**config.mk**
```make
export PLATFORM = sky130hd
export DESIGN_NAME = tcw_ctrl
export DESIGN_NICKNAME = d
export VERILOG_FILES = /design/src/design/tcw_pkg.sv /design/src/design/tcw_ctrl.sv
export SDC_FILE = /design/constraint.sdc
export NUM_CORES = 1
export LEC_CHECK = 0
export ABC_AREA = 1
export BUFFER_PORTS_ARGS = -buffer_cell sky130_fd_sc_hd__buf_2
export CELL_PAD_IN_SITES_DETAIL_PLACEMENT = 0
export CELL_PAD_IN_SITES_GLOBAL_PLACEMENT = 1
export CORE_MARGIN = 2
export CORE_UTILIZATION = 28
export CTS_BUF_LIST = sky130_fd_sc_hd__clkbuf_8 sky130_fd_sc_hd__clkbuf_16
export CTS_CLUSTER_DIAMETER = 30
export DETAILED_ROUTE_END_ITERATION = 8
export PLACE_DENSITY = 0.92
export SYNTH_ARGS = -nofsm -noshare
export SYNTH_HDL_FRONTEND = slang
export SYNTH_SLANG_ARGS = --single-unit
```
**constraint.sdc**
```tcl
create_clock -name clock -period 2.9 [get_ports clock]
set_clock_uncertainty 0.1 [all_clocks]
set_input_delay 0.435 -clock clock [delete_from_list [all_inputs] [get_ports clock]]
set_output_delay 0.435 -clock clock [all_outputs]
set_load 0.02 [all_outputs]
```
**src/design/tcw_pkg.sv**
```systemverilog
package tcw_pkg;

   // default grid size
   localparam int DEF_COLS = 80;
   localparam int DEF_ROWS = 25;

   // character and attribute codes
   localparam logic [7:0] BLANK_CHAR = 8'h20;
   localparam logic [7:0] NULL_CHAR  = 8'h00;
   localparam logic [7:0] NL_CHAR    = 8'd10;
   localparam logic [7:0] CR_CHAR    = 8'd13;
   localparam logic [7:0] RESET_ATTR = 8'h07;

   // command codes of the request channel
   localparam logic [1:0] CMD_PUT       = 2'd0;
   localparam logic [1:0] CMD_BACKSPACE = 2'd1;
   localparam logic [1:0] CMD_CLEAR     = 2'd2;

   // controller states
   typedef enum logic [3:0] {
      ST_INIT,
      ST_IDLE,
      ST_DECODE,
      ST_SCAN_RD,
      ST_SCAN_CHK,
      ST_BS_NULL,
      ST_SCROLL_RD,
      ST_SCROLL_WR,
      ST_FILL,
      ST_REPORT,
      ST_RESULT
   } state_type;

   // cell write source
   typedef enum logic [2:0] {
      WR_NONE,
      WR_CHAR,
      WR_NULL,
      WR_BLANK,
      WR_INIT,
      WR_COPY
   } wr_sel_type;

   // cell read address source
   typedef enum logic [1:0] {
      RD_SRC,
      RD_SCAN,
      RD_REPORT
   } rd_sel_type;

   // cursor update
   typedef enum logic [2:0] {
      CUR_HOLD,
      CUR_ADVANCE,
      CUR_NEWLINE,
      CUR_BACK,
      CUR_UP,
      CUR_SETCOL,
      CUR_SCAN_DEC
   } cur_op_type;

   // sweep index update
   typedef enum logic [1:0] {
      IDX_HOLD,
      IDX_ZERO,
      IDX_BOTTOM,
      IDX_INC
   } idx_op_type;

   // controller to datapath
   typedef struct packed {
      logic       req_ready;
      logic       req_load;
      wr_sel_type wr_sel;
      rd_sel_type rd_sel;
      cur_op_type cur_op;
      idx_op_type idx_op;
      logic       out_load;
   } ctl_cmd_type;

   // datapath to controller
   typedef struct packed {
      logic       req_valid;
      logic [1:0] cmd;
      logic       is_newline;
      logic       line_empty;
      logic       col_zero;
      logic       row_zero;
      logic       col_last;
      logic       row_last;
      logic       scan_hit;
      logic       scan_at_one;
      logic       idx_copy_end;
      logic       idx_end;
      logic       out_full;
   } ctl_status_type;

endpackage

```
**src/design/tcw_ctrl.sv**
```systemverilog
module tcw_ctrl
   import tcw_pkg::*;
(
   input  logic           clock,
   input  logic           reset,
   input  ctl_status_type ctl_status,
   output ctl_cmd_type    ctl_cmd
);

   state_type state_ff, state_in;

   // state register
   always_ff @(posedge clock) begin
      if (reset) begin
         state_ff <= ST_INIT;
      end else begin
         state_ff <= state_in;
      end
   end

   // next state and commands
   always_comb begin
      state_in          = state_ff;
      ctl_cmd.req_ready = 1'b0;
      ctl_cmd.req_load  = 1'b0;
      ctl_cmd.wr_sel    = WR_NONE;
      ctl_cmd.rd_sel    = RD_REPORT;
      ctl_cmd.cur_op    = CUR_HOLD;
      ctl_cmd.idx_op    = IDX_HOLD;
      ctl_cmd.out_load  = 1'b0;
      case (state_ff)
         // clearing pass after reset
         ST_INIT: begin
            ctl_cmd.wr_sel = WR_INIT;
            if (ctl_status.idx_end) begin
               state_in = ST_IDLE;
            end else begin
               ctl_cmd.idx_op = IDX_INC;
            end
         end
         ST_IDLE: begin
            ctl_cmd.req_ready = 1'b1;
            ctl_cmd.req_load  = ctl_status.req_valid;
            if (ctl_status.req_valid) state_in = ST_DECODE;
         end
         ST_DECODE: begin
            state_in = ST_REPORT;
            case (ctl_status.cmd)
               CMD_PUT: begin
                  if (ctl_status.is_newline) begin
                     ctl_cmd.cur_op = CUR_NEWLINE;
                  end else begin
                     ctl_cmd.wr_sel = WR_CHAR;
                     ctl_cmd.cur_op = CUR_ADVANCE;
                  end
                  if ((ctl_status.is_newline || ctl_status.col_last) &&
                      ctl_status.row_last) begin
                     ctl_cmd.idx_op = IDX_ZERO;
                     state_in       = ST_SCROLL_RD;
                  end
               end
               CMD_BACKSPACE: begin
                  if (!ctl_status.line_empty) begin
                     if (!ctl_status.col_zero) begin
                        ctl_cmd.cur_op = CUR_BACK;
                        state_in       = ST_BS_NULL;
                     end else if (!ctl_status.row_zero) begin
                        ctl_cmd.cur_op = CUR_UP;
                        state_in       = ST_SCAN_RD;
                     end else begin
                        ctl_cmd.wr_sel = WR_NULL;
                     end
                  end
               end
               CMD_CLEAR: begin
                  ctl_cmd.idx_op = IDX_ZERO;
                  state_in       = ST_FILL;
               end
               default: ;
            endcase
         end
         // backward scan of the previous row
         ST_SCAN_RD: begin
            ctl_cmd.rd_sel = RD_SCAN;
            state_in       = ST_SCAN_CHK;
         end
         ST_SCAN_CHK: begin
            if (ctl_status.scan_hit || ctl_status.scan_at_one) begin
               ctl_cmd.cur_op = CUR_SETCOL;
               state_in       = ST_BS_NULL;
            end else begin
               ctl_cmd.cur_op = CUR_SCAN_DEC;
               state_in       = ST_SCAN_RD;
            end
         end
         ST_BS_NULL: begin
            ctl_cmd.wr_sel = WR_NULL;
            state_in       = ST_REPORT;
         end
         // scroll: copy each cell one row up
         ST_SCROLL_RD: begin
            ctl_cmd.rd_sel = RD_SRC;
            state_in       = ST_SCROLL_WR;
         end
         ST_SCROLL_WR: begin
            ctl_cmd.wr_sel = WR_COPY;
            if (ctl_status.idx_copy_end) begin
               ctl_cmd.idx_op = IDX_BOTTOM;
               state_in       = ST_FILL;
            end else begin
               ctl_cmd.idx_op = IDX_INC;
               state_in       = ST_SCROLL_RD;
            end
         end
         // blank cells up to the last one
         ST_FILL: begin
            ctl_cmd.wr_sel = WR_BLANK;
            if (ctl_status.idx_end) begin
               state_in = ST_REPORT;
            end else begin
               ctl_cmd.idx_op = IDX_INC;
            end
         end
         ST_REPORT: begin
            ctl_cmd.rd_sel = RD_REPORT;
            state_in       = ST_RESULT;
         end
         // wait for a free result register
         ST_RESULT: begin
            if (!ctl_status.out_full) begin
               ctl_cmd.out_load = 1'b1;
               state_in         = ST_IDLE;
            end
         end
         default: state_in = ST_IDLE;
      endcase
   end

endmodule

```
==> impl_metrics.env, run 1 <==
export IMPL_criticalPathCategory="reg -> out"
export IMPL_post_place_ws_ns=1.01
export IMPL_first_pass_iters=4
export IMPL_achievable_frequency_mhz=492
export IMPL_design_core_area_um2=1760
export IMPL_die_h_um=47.9
export IMPL_syn_mean_instance_area_um2=5.24
export IMPL_synth_seq_area_share_pct=14.8
export IMPL_initial_utilization_pct=30.6
export IMPL_cts_root_buf="clkbuf_8"
export IMPL_num_io_pins=29
export IMPL_placement_io_buffers=28
export IMPL_initial_antenna_violation_count=0
export IMPL_rsz0062_at_grt="false"
export IMPL_critPathMaxFanout=8
export IMPL_synth_warnings=0
export IMPL_arrival_ns=1.50
export IMPL_postRouteAntennaNets=0
export IMPL_grt_start_max_net_pins=9
export IMPL_largest_register="state_ff"
export IMPL_final_layout_size_suffix_gt1_share_pct=33.6
export IMPL_antenna_cells_inserted=0
export IMPL_maxCapViolations=0
export IMPL_die_area_um2=2290
export IMPL_detail_route_iter0_violations=8
export IMPL_worst_ir_drop_vdd_mv=0.203
export IMPL_dieWidth_um=47.9
export IMPL_route_detailed_wl_per_inst_um=9.94
export IMPL_synth_fp_nets=119
export IMPL_hold_viol_final=0
export IMPL_cts_htree_levels=1
export IMPL_hold_worst_slack_ns=0.322
export IMPL_grt_pass1_wl_um=2420
export IMPL_nets=152
export IMPL_timing_setup_tns_ns=0
export IMPL_insertion_delay_ns=0.22
export IMPL_synth_cells=103
export IMPL_slew_limit_headroom_pct=82.2
export IMPL_slew_viol_final=0
export IMPL_post_cts_repair_setup_buffers=0
export IMPL_status="finished, final reports clean"
export IMPL_clk_transition_reported_paths_ns=0.03
export IMPL_route_final_wire_length_um=1580
export IMPL_clockBufferDepth=2
export IMPL_detailed_place_hpwl_um=1350
export IMPL_end_kind="output port"
export IMPL_finalCriticalPeriod_ns=2.03
export IMPL_fin_ws_ns=0.868
export IMPL_tightest_slew_ns=0.265
export IMPL_synthesis_area_um2=539
export IMPL_synth_cell_type_count=19
export IMPL_synth_seq_cells=4
export IMPL_gr_total_overflow=0
export IMPL_finish_cell_count_without_fillers=159
export IMPL_number_of_sinks_handled_by_clock_tree_synthesis=4
export IMPL_clock_tree_from_tritoncts="built"
export IMPL_largest_register_ffs=4
export IMPL_placed_cells_incl_taps=156
export IMPL_fin_crit_sh_pct=70.1
export IMPL_drc=0
export IMPL_layout_top_registers="state_ff (4)"
export IMPL_worst_endpoint_required_ns=2.37
export IMPL_crit_path_start_kind="flip-flop"
export IMPL_cts_hold_buf=0
export IMPL_vias_per_cell=4.60
export IMPL_row_count=15
export IMPL_vias_in_the_first_global_route=645
export IMPL_power_per_cell_area_nw_per_um2=511
export IMPL_finalWeightedCongestion=0.863
export IMPL_vias=731
export IMPL_numCtsBuffers=3
export IMPL_synthToLayoutAreaGrowth_pct=39.4
export IMPL_grt_total_usage_pct=14.8
export IMPL_cts_resized=0
export IMPL_finalSetupViolations=0
export IMPL_worst_hold_path_type="in -> reg"
export IMPL_cellLeakagePower_nw=0.430
## per-layer routing
metal | track usage [%] | wire [um]
met5 | 0 | 0
met4 | 4.86 | 21
met3 | 1.13 | 66
met2 | 24.3 | 763
met1 | 20.4 | 730
## layout by cell type (no fill, tap or decap), types with 2 or more instances in the layout
master	count
nand2_1	29
buf_2	28
nor2_1	17
nand3_1	15
inv_1	11
a21oi_1	5
dfxtp_1	4
or2_2	3
inv_2	3
clkbuf_8	3
nor2_4	2
nor2_2	2
nand3b_1	2
nand2_2	2
nor3_1	2
## cells by family (layout without fill, tap and decap cells)
logic type	count (synthesis)	after routing	share of synthesized area, %
and+or+nand+nor	76	76	65.7
buffers and inverters	14	45	9.74
AOI/OAI and AO/OA	9	9	9.74
DFF	4	4	14.8
## cells in the mapped netlist
master / instances / area [um2]
a21oi_1: 5 / 25.0
a21oi_2: 1 / 8.76
a31oi_1: 1 / 6.26
and3_1: 1 / 6.26
dfxtp_1: 4 / 80.1
inv_1: 11 / 41.3
inv_2: 3 / 11.3
nand2_1: 29 / 109
nand2_2: 2 / 12.5
nand3_1: 15 / 75.1
nand3b_1: 2 / 15.0
nor2_1: 17 / 63.8
nor2_2: 2 / 12.5
nor2_4: 2 / 22.5
nor3_1: 2 / 10.0
o21ai_0: 1 / 5.00
o31ai_1: 1 / 7.51
or2_2: 3 / 18.8
or2_4: 1 / 8.76
## where the power goes
| part | switching (mW) | internal [mW] |
|---|---|---|
| logic | 0.126 | 0.0655 |
| registers | 0.0120 | 0.0635 |
| clock network | 0.0290 | 0.0885 |
| total | 0.167 | 0.218 |
## layout make-up
type	count	area [um2]
well taps	25	31.3
repair buffers	28	140
clock buffers	3	41.3
multi-input cells	85	407
fillers	207	1010
inverters	14	52.6
flip-flops and latches	4	80.1
## worst paths after layout
kind	slack, ns	start	end	cells after the start
worst max-delay path	0.87	state_ff[1]	ctl_cmd[4]	7
worst min-delay path	0.32	reset	state_ff[2]	2
worst max register to register	1.43	state_ff[3]	state_ff[3]	8
worst min register to register	0.56	state_ff[3]	state_ff[3]	4
## critical path, stage by stage, from the launching register on
cell      delay (ns)
dfxtp_1         0.44
nand2_1         0.15
nor2_4          0.22
nand2_1         0.09
inv_1           0.07
nand2_1         0.07
nand3b_1        0.08
buf_2           0.16
## metrics by stage
stage	util, %	cell area (um2)	total power, mW
2_1_floorplan	-	539	0.208
3_3_place_gp	40.3	711	0.266
3_5_place_dp	40.3	711	0.267
4_1_cts	42.6	752	0.384
5_1_grt	42.6	752	0.412
6_report	42.6	752	0.384
Power figures use the tool's default switching activity.
==> run 2: changes to the inputs <==
Settings changed: CORE_UTILIZATION 28 to 26, PLACE_DENSITY 0.92 to 0.87.
Clock period 2.9 ns to 2 ns, I/O delays scaled along.
==> run 2 against run 1 <==
  * Combinational power grew 47%
  * Total power grew 44%
  * First-iteration DRC count grew to 3.4 times the previous value
  * Setup slack lost 0.72 ns
  * Wire length shrank 0.38%
  * Count of clock-buffer cells in the layout is the same
  * Register-to-register slack lost 0.90 ns
  * Sequential power grew 46%
  * Critical path type unchanged
  * Critical endpoint unchanged
  * Largest cell class unchanged
==> impl_metrics.env, run 2 (synthesis results as in run 1) <==
export IMPL_route_final_wire_length_um=1580
export IMPL_layout_cell_area_non_filler_um2=756
export IMPL_initial_antenna_violation_count=0
export IMPL_placement_io_buffers=28
export IMPL_detailed_place_hpwl_um=1340
export IMPL_reg2reg_from="state_ff[3]"
export IMPL_number_of_sinks_handled_by_clock_tree_synthesis=4
export IMPL_end_kind="output port"
export IMPL_num_io_pins=29
export IMPL_final_layout_size_suffix_gt1_share_pct=34.3
export IMPL_timing_setup_tns_ns=0
export IMPL_power_per_cell_area_nw_per_um2=732
export IMPL_grt_pass1_wl_um=2640
export IMPL_critPathMaxFanout=8
export IMPL_hold_viol_final=0
export IMPL_clk_transition_reported_paths_ns=0.03
export IMPL_die_h_um=49.5
export IMPL_initial_utilization_pct=27.5
export IMPL_grt_start_max_net_pins=9
export IMPL_multi_input_comb_area_um2=407
export IMPL_cellLeakagePower_nw=0.430
export IMPL_mostFrequentLayoutCell="nand2_1"
export IMPL_maxCapViolations=0
export IMPL_numCtsBuffers=3
export IMPL_fin_crit_sh_pct=92.6
export IMPL_critical_path_start="state_ff[0]"
export IMPL_worst_hold_path_type="in -> reg"
export IMPL_crit_path_start_kind="flip-flop"
export IMPL_worst_ir_drop_vdd_mv=0.269
export IMPL_arrival_ns=1.45
export IMPL_cts_htree_levels=1
export IMPL_first_pass_iters=4
export IMPL_dieWidth_um=49.5
export IMPL_synthToLayoutAreaGrowth_pct=40.1
export IMPL_largest_register="state_ff"
export IMPL_detail_route_iter0_violations=27
export IMPL_register_area_um2=81.3
export IMPL_row_count=16
export IMPL_slew_limit_headroom_pct=82.7
export IMPL_design_core_area_um2=1960
export IMPL_grt_total_usage_pct=13.5
export IMPL_layout_top_registers="state_ff (4)"
export IMPL_clockBufferDepth=2
export IMPL_min_from="reset"
export IMPL_placed_area_um2=713
export IMPL_nets=152
export IMPL_nFillCells=236
export IMPL_finalWeightedCongestion=0.883
export IMPL_finalSetupViolations=0
export IMPL_largest_register_ffs=4
export IMPL_vias=755
export IMPL_die_area_um2=2450
export IMPL_criticalPathCategory="reg -> out"
export IMPL_antenna_cells_inserted=0
export IMPL_cts_root_buf="clkbuf_8"
export IMPL_post_cts_repair_setup_buffers=0
export IMPL_insertion_delay_ns=0.21
export IMPL_route_detailed_wl_per_inst_um=9.78
export IMPL_finalCriticalPeriod_ns=1.85
export IMPL_rsz0062_at_grt="false"
export IMPL_rrSetupSlack_ns=0.53
export IMPL_clock_tree_from_tritoncts="built"
export IMPL_vias_per_cell=4.69
export IMPL_achievable_frequency_mhz=540
export IMPL_tightest_slew_ns=0.257
export IMPL_final_cell_mix="nand2_1, buf_2, nor2_1"
export IMPL_postRouteAntennaNets=0
export IMPL_gr_total_overflow=0
export IMPL_drc=0
export IMPL_worst_endpoint_required_ns=1.60
export IMPL_slew_viol_final=0
export IMPL_vias_in_the_first_global_route=657
export IMPL_final_core_util_pct=38.5
export IMPL_status="finished, final reports clean"
==> run 2: cell counts in the layout (fill, tap and decap cells not counted) <==
Identical to the previous run, type by type.
==> run 2: critical path: stages (launching register included) <==
cell and delay [ns]:
dfxtp_1 0.34, inv_1 0.11, nand2_1 0.11, nor2_4 0.21, nand2_1 0.09, inv_1 0.07, nand2_1 0.07, nand3b_1 0.08
buf_2 0.16
==> run 2: final timing paths <==
kind                                     to  depth (start not counted)
worst max-delay path             ctl_cmd[4]                          8
worst min-delay path            state_ff[2]                          2
worst max register to register  state_ff[3]                          8
worst min register to register  state_ff[3]                          4
==> run 2: area by class of cell <==
| cell class | count | share of cell area [%] |
|---|---|---|
| clock buffer | 3 | 5.46 |
| sequential | 4 | 10.8 |
| multi-input combinational | 85 | 53.8 |
| timing repair buffer | 28 | 18.5 |
| inverter | 14 | 6.95 |
| tap | 27 | 4.47 |
==> run 2: report_power, final <==
part	leakage [nW]	switching [mW]	internal [mW]
Combinational	0.376	0.184	0.0952
Clock	0.0216	0.0359	0.128
Sequential	0.0331	0.0173	0.0928
Total	0.430	0.238	0.316
==> run 2: routing by layer <==
metal	share of wire, %	vias up	track usage, %
met1	46	340	18.0
met3	4.3	0	1.52
met5	0	-	0
met2	50	16	22.0
li1	-	399	-
met4	0	0	5.56
==> run 2: through the flow <==
step / instances / setup slack, ns / hold slack (ns) / power (mW)
2_1_floorplan: 103 / 0.297 / 0.262 / 0.302
3_3_place_gp: 158 / 0.332 / 0.417 / 0.390
3_5_place_dp: 158 / 0.312 / 0.414 / 0.388
4_1_cts: 161 / 0.0782 / 0.194 / 0.558
5_1_grt: 161 / 0.0351 / 0.201 / 0.602
6_report: 161 / 0.148 / 0.196 / 0.553
==> run 2: timing repair <==
item	4_1_cts	5_1_grt
endpoints found under the setup margin	0	2
resized for setup	0	1
hold buffers	0	0
==> run 3: changes to the inputs <==
Settings changed: CORE_UTILIZATION 26 to 28, CTS_BUF_LIST sky130_fd_sc_hd__clkbuf_8 sky130_fd_sc_hd__clkbuf_16 to sky130_fd_sc_hd__clkbuf_8, PLACE_DENSITY 0.87 to 0.92, REMOVE_ABC_BUFFERS set to 1.
==> run 3 against run 2 <==
  * First-iteration DRC count is 59% lower
  * Non-clock buffer count unchanged
  * Worst hold slack got worse by 0.0010 ns
  * Maximum frequency is essentially flat
  * Critical path depth fell by 2
  * Die area shrank 6.6%
  * Clock power hardly changed
  * Sequential power hardly changed
  * Wire length grew 1.7%
  * Via count stayed put
  * Global-route usage grew 2.3 points
  * Largest power group unchanged
  * Highest routed layer is now met4
==> impl_metrics.env, run 3 (synthesis results as in run 1) <==
export IMPL_mostFrequentLayoutCell="nand2_1"
export IMPL_p_int_mw=0.316
export IMPL_synthToLayoutAreaGrowth_pct=39.7
export IMPL_status="finished, final reports clean"
export IMPL_crit_path_start_kind="flip-flop"
export IMPL_clk_transition_reported_paths_ns=0.03
export IMPL_grt_start_max_net_pins=9
export IMPL_slew_limit_headroom_pct=81.5
export IMPL_finalCriticalPeriod_ns=1.85
export IMPL_final_core_util_pct=42.7
export IMPL_timing_hold_worst_path_depth=2
export IMPL_use_met2_pct=26.1
export IMPL_route_detailed_wl_per_inst_um=10.1
export IMPL_cts_root_buf="clkbuf_8"
export IMPL_grt_total_usage_pct=15.8
export IMPL_critical_path_top_delay_family="simple AND/OR/NAND/NOR gates"
export IMPL_finalSetupViolations=0
export IMPL_fin_crit_sh_pct=92.6
export IMPL_antenna_cells_inserted=0
export IMPL_finish_cell_count_without_fillers=159
export IMPL_detailed_place_hpwl_um=1340
export IMPL_worst_ir_drop_vdd_mv=0.394
export IMPL_cellLeakagePower_nw=0.430
export IMPL_gr_total_overflow=0
export IMPL_vias_per_cell=4.75
export IMPL_largest_register_ffs=4
export IMPL_clockBufferDepth=2
export IMPL_rsz0062_at_grt="false"
export IMPL_route_final_wire_length_um=1600
export IMPL_critPathMaxFanout=7
export IMPL_p_comb_share_pct=50.3
export IMPL_drc=0
export IMPL_number_of_sinks_handled_by_clock_tree_synthesis=4
export IMPL_cts_htree_levels=1
export IMPL_row_count=15
export IMPL_grt_pass1_wl_um=2500
export IMPL_final_layout_size_suffix_gt1_share_pct=34.3
export IMPL_initial_utilization_pct=30.6
export IMPL_placed_cells_incl_taps=156
export IMPL_fin_ws_ns=0.149
export IMPL_first_pass_iters=4
export IMPL_postRouteAntennaNets=0
export IMPL_detail_route_iter0_violations=11
export IMPL_worst_path_max_delay_cell="dfxtp_1"
export IMPL_layout_top_registers="state_ff (4)"
export IMPL_timing_setup_tns_ns=0
export IMPL_hold_worst_slack_ns=0.195
export IMPL_cp_num_buf_inv=2
export IMPL_maxCapViolations=0
export IMPL_cts_resized=0
export IMPL_finalWeightedCongestion=0.893
export IMPL_cts_hold_buf=0
export IMPL_worst_hold_path_type="in -> reg"
export IMPL_share_seq_of_total_power_pct=19.8
export IMPL_p_sw_share_pct=43.2
export IMPL_design_core_area_um2=1760
export IMPL_vias=755
export IMPL_power_per_cell_area_nw_per_um2=739
export IMPL_switching_power_mw=0.241
export IMPL_insertion_delay_ns=0.21
export IMPL_final_cell_mix="nand2_1, buf_2, nor2_1"
export IMPL_gr_max_usage_layer="met2"
export IMPL_largest_register="state_ff"
export IMPL_grtUsageMet1_pct=19.8
export IMPL_clock_power_share_pct=29.9
export IMPL_criticalPathCategory="reg -> out"
export IMPL_clock_tree_from_tritoncts="built"
export IMPL_numCtsBuffers=3
export IMPL_ordered_list_of_cells_on_the_worst_path="inv_2, nor2_4, nand2_2, or2_4, nand3_1, buf_2"
export IMPL_arrival_ns=1.45
export IMPL_nets=152
export IMPL_cpPeakStageDelay_ns=0.37
export IMPL_hold_viol_final=0
export IMPL_slew_viol_final=0
export IMPL_achievable_frequency_mhz=540
export IMPL_die_area_um2=2290
export IMPL_vias_in_the_first_global_route=652
export IMPL_post_place_ws_ns=0.355
export IMPL_end_kind="output port"
export IMPL_initial_antenna_violation_count=0
export IMPL_worst_endpoint_required_ns=1.60
export IMPL_dieWidth_um=47.9
export IMPL_placement_io_buffers=28
export IMPL_worstSetupPathDepth=6
export IMPL_num_io_pins=29
export IMPL_tightest_slew_ns=0.275
export IMPL_worst_r2r_path_depth=8
export IMPL_met3_usage_pct=1.13
export IMPL_die_h_um=47.9
export IMPL_post_cts_repair_setup_buffers=0
[run 3: layout make-up]
| cell class | count | area [um2] |
|---|---|---|
| Clock buffer | 3 | 41.3 |
| Fill cell | 206 | 1010 |
| Inverter | 14 | 52.6 |
| Multi-Input combinational cell | 85 | 407 |
| Sequential cell | 4 | 81.3 |
| Tap cell | 25 | 31.3 |
| Timing Repair Buffer | 28 | 140 |
[run 3: worst reg2reg max path: cells and delay by family, from the launching register on]
family                 cells  cell delay, ns
flip-flops                 1            0.40
buffers and inverters      2            0.14
AO/OA/AOI/OAI              1            0.12
AND/OR/NAND/NOR            5            0.65
[run 3: power by group through the flow]
stage	clock network, mW	registers (mW)	logic (mW)
5_1_grt	0.175	0.112	0.310
4_1_cts	0.169	0.109	0.279
2_1_floorplan	0	0.107	0.195
6_report	0.166	0.110	0.280
3_3_place_gp	0	0.110	0.276
3_5_place_dp	0	0.110	0.277
[run 3: path summary, 6_finish.rpt]
path | slack [ns] | endpoint | from
worst max-delay path | 0.15 | ctl_cmd[1] | state_ff[2]
worst min-delay path | 0.19 | state_ff[2] | reset
worst max register to register | 0.52 | state_ff[3] | state_ff[3]
worst min register to register | 0.56 | state_ff[3] | state_ff[3]
[run 3: metrics by stage]
| stage | cell area (um2) | power, mW |
|---|---|---|
| floorplan | 539 | 0.302 |
| finish | 753 | 0.557 |
| detailed placement | 711 | 0.388 |
| CTS | 752 | 0.557 |
| global placement | 711 | 0.385 |
| global route | 753 | 0.597 |
[run 3: routing by layer]
metal  vias to the layer above  wire length, um
li1                        391                -
met1                       343              749
met2                        19              772
met3                         2               52
met4                         0               27
met5                         -                0
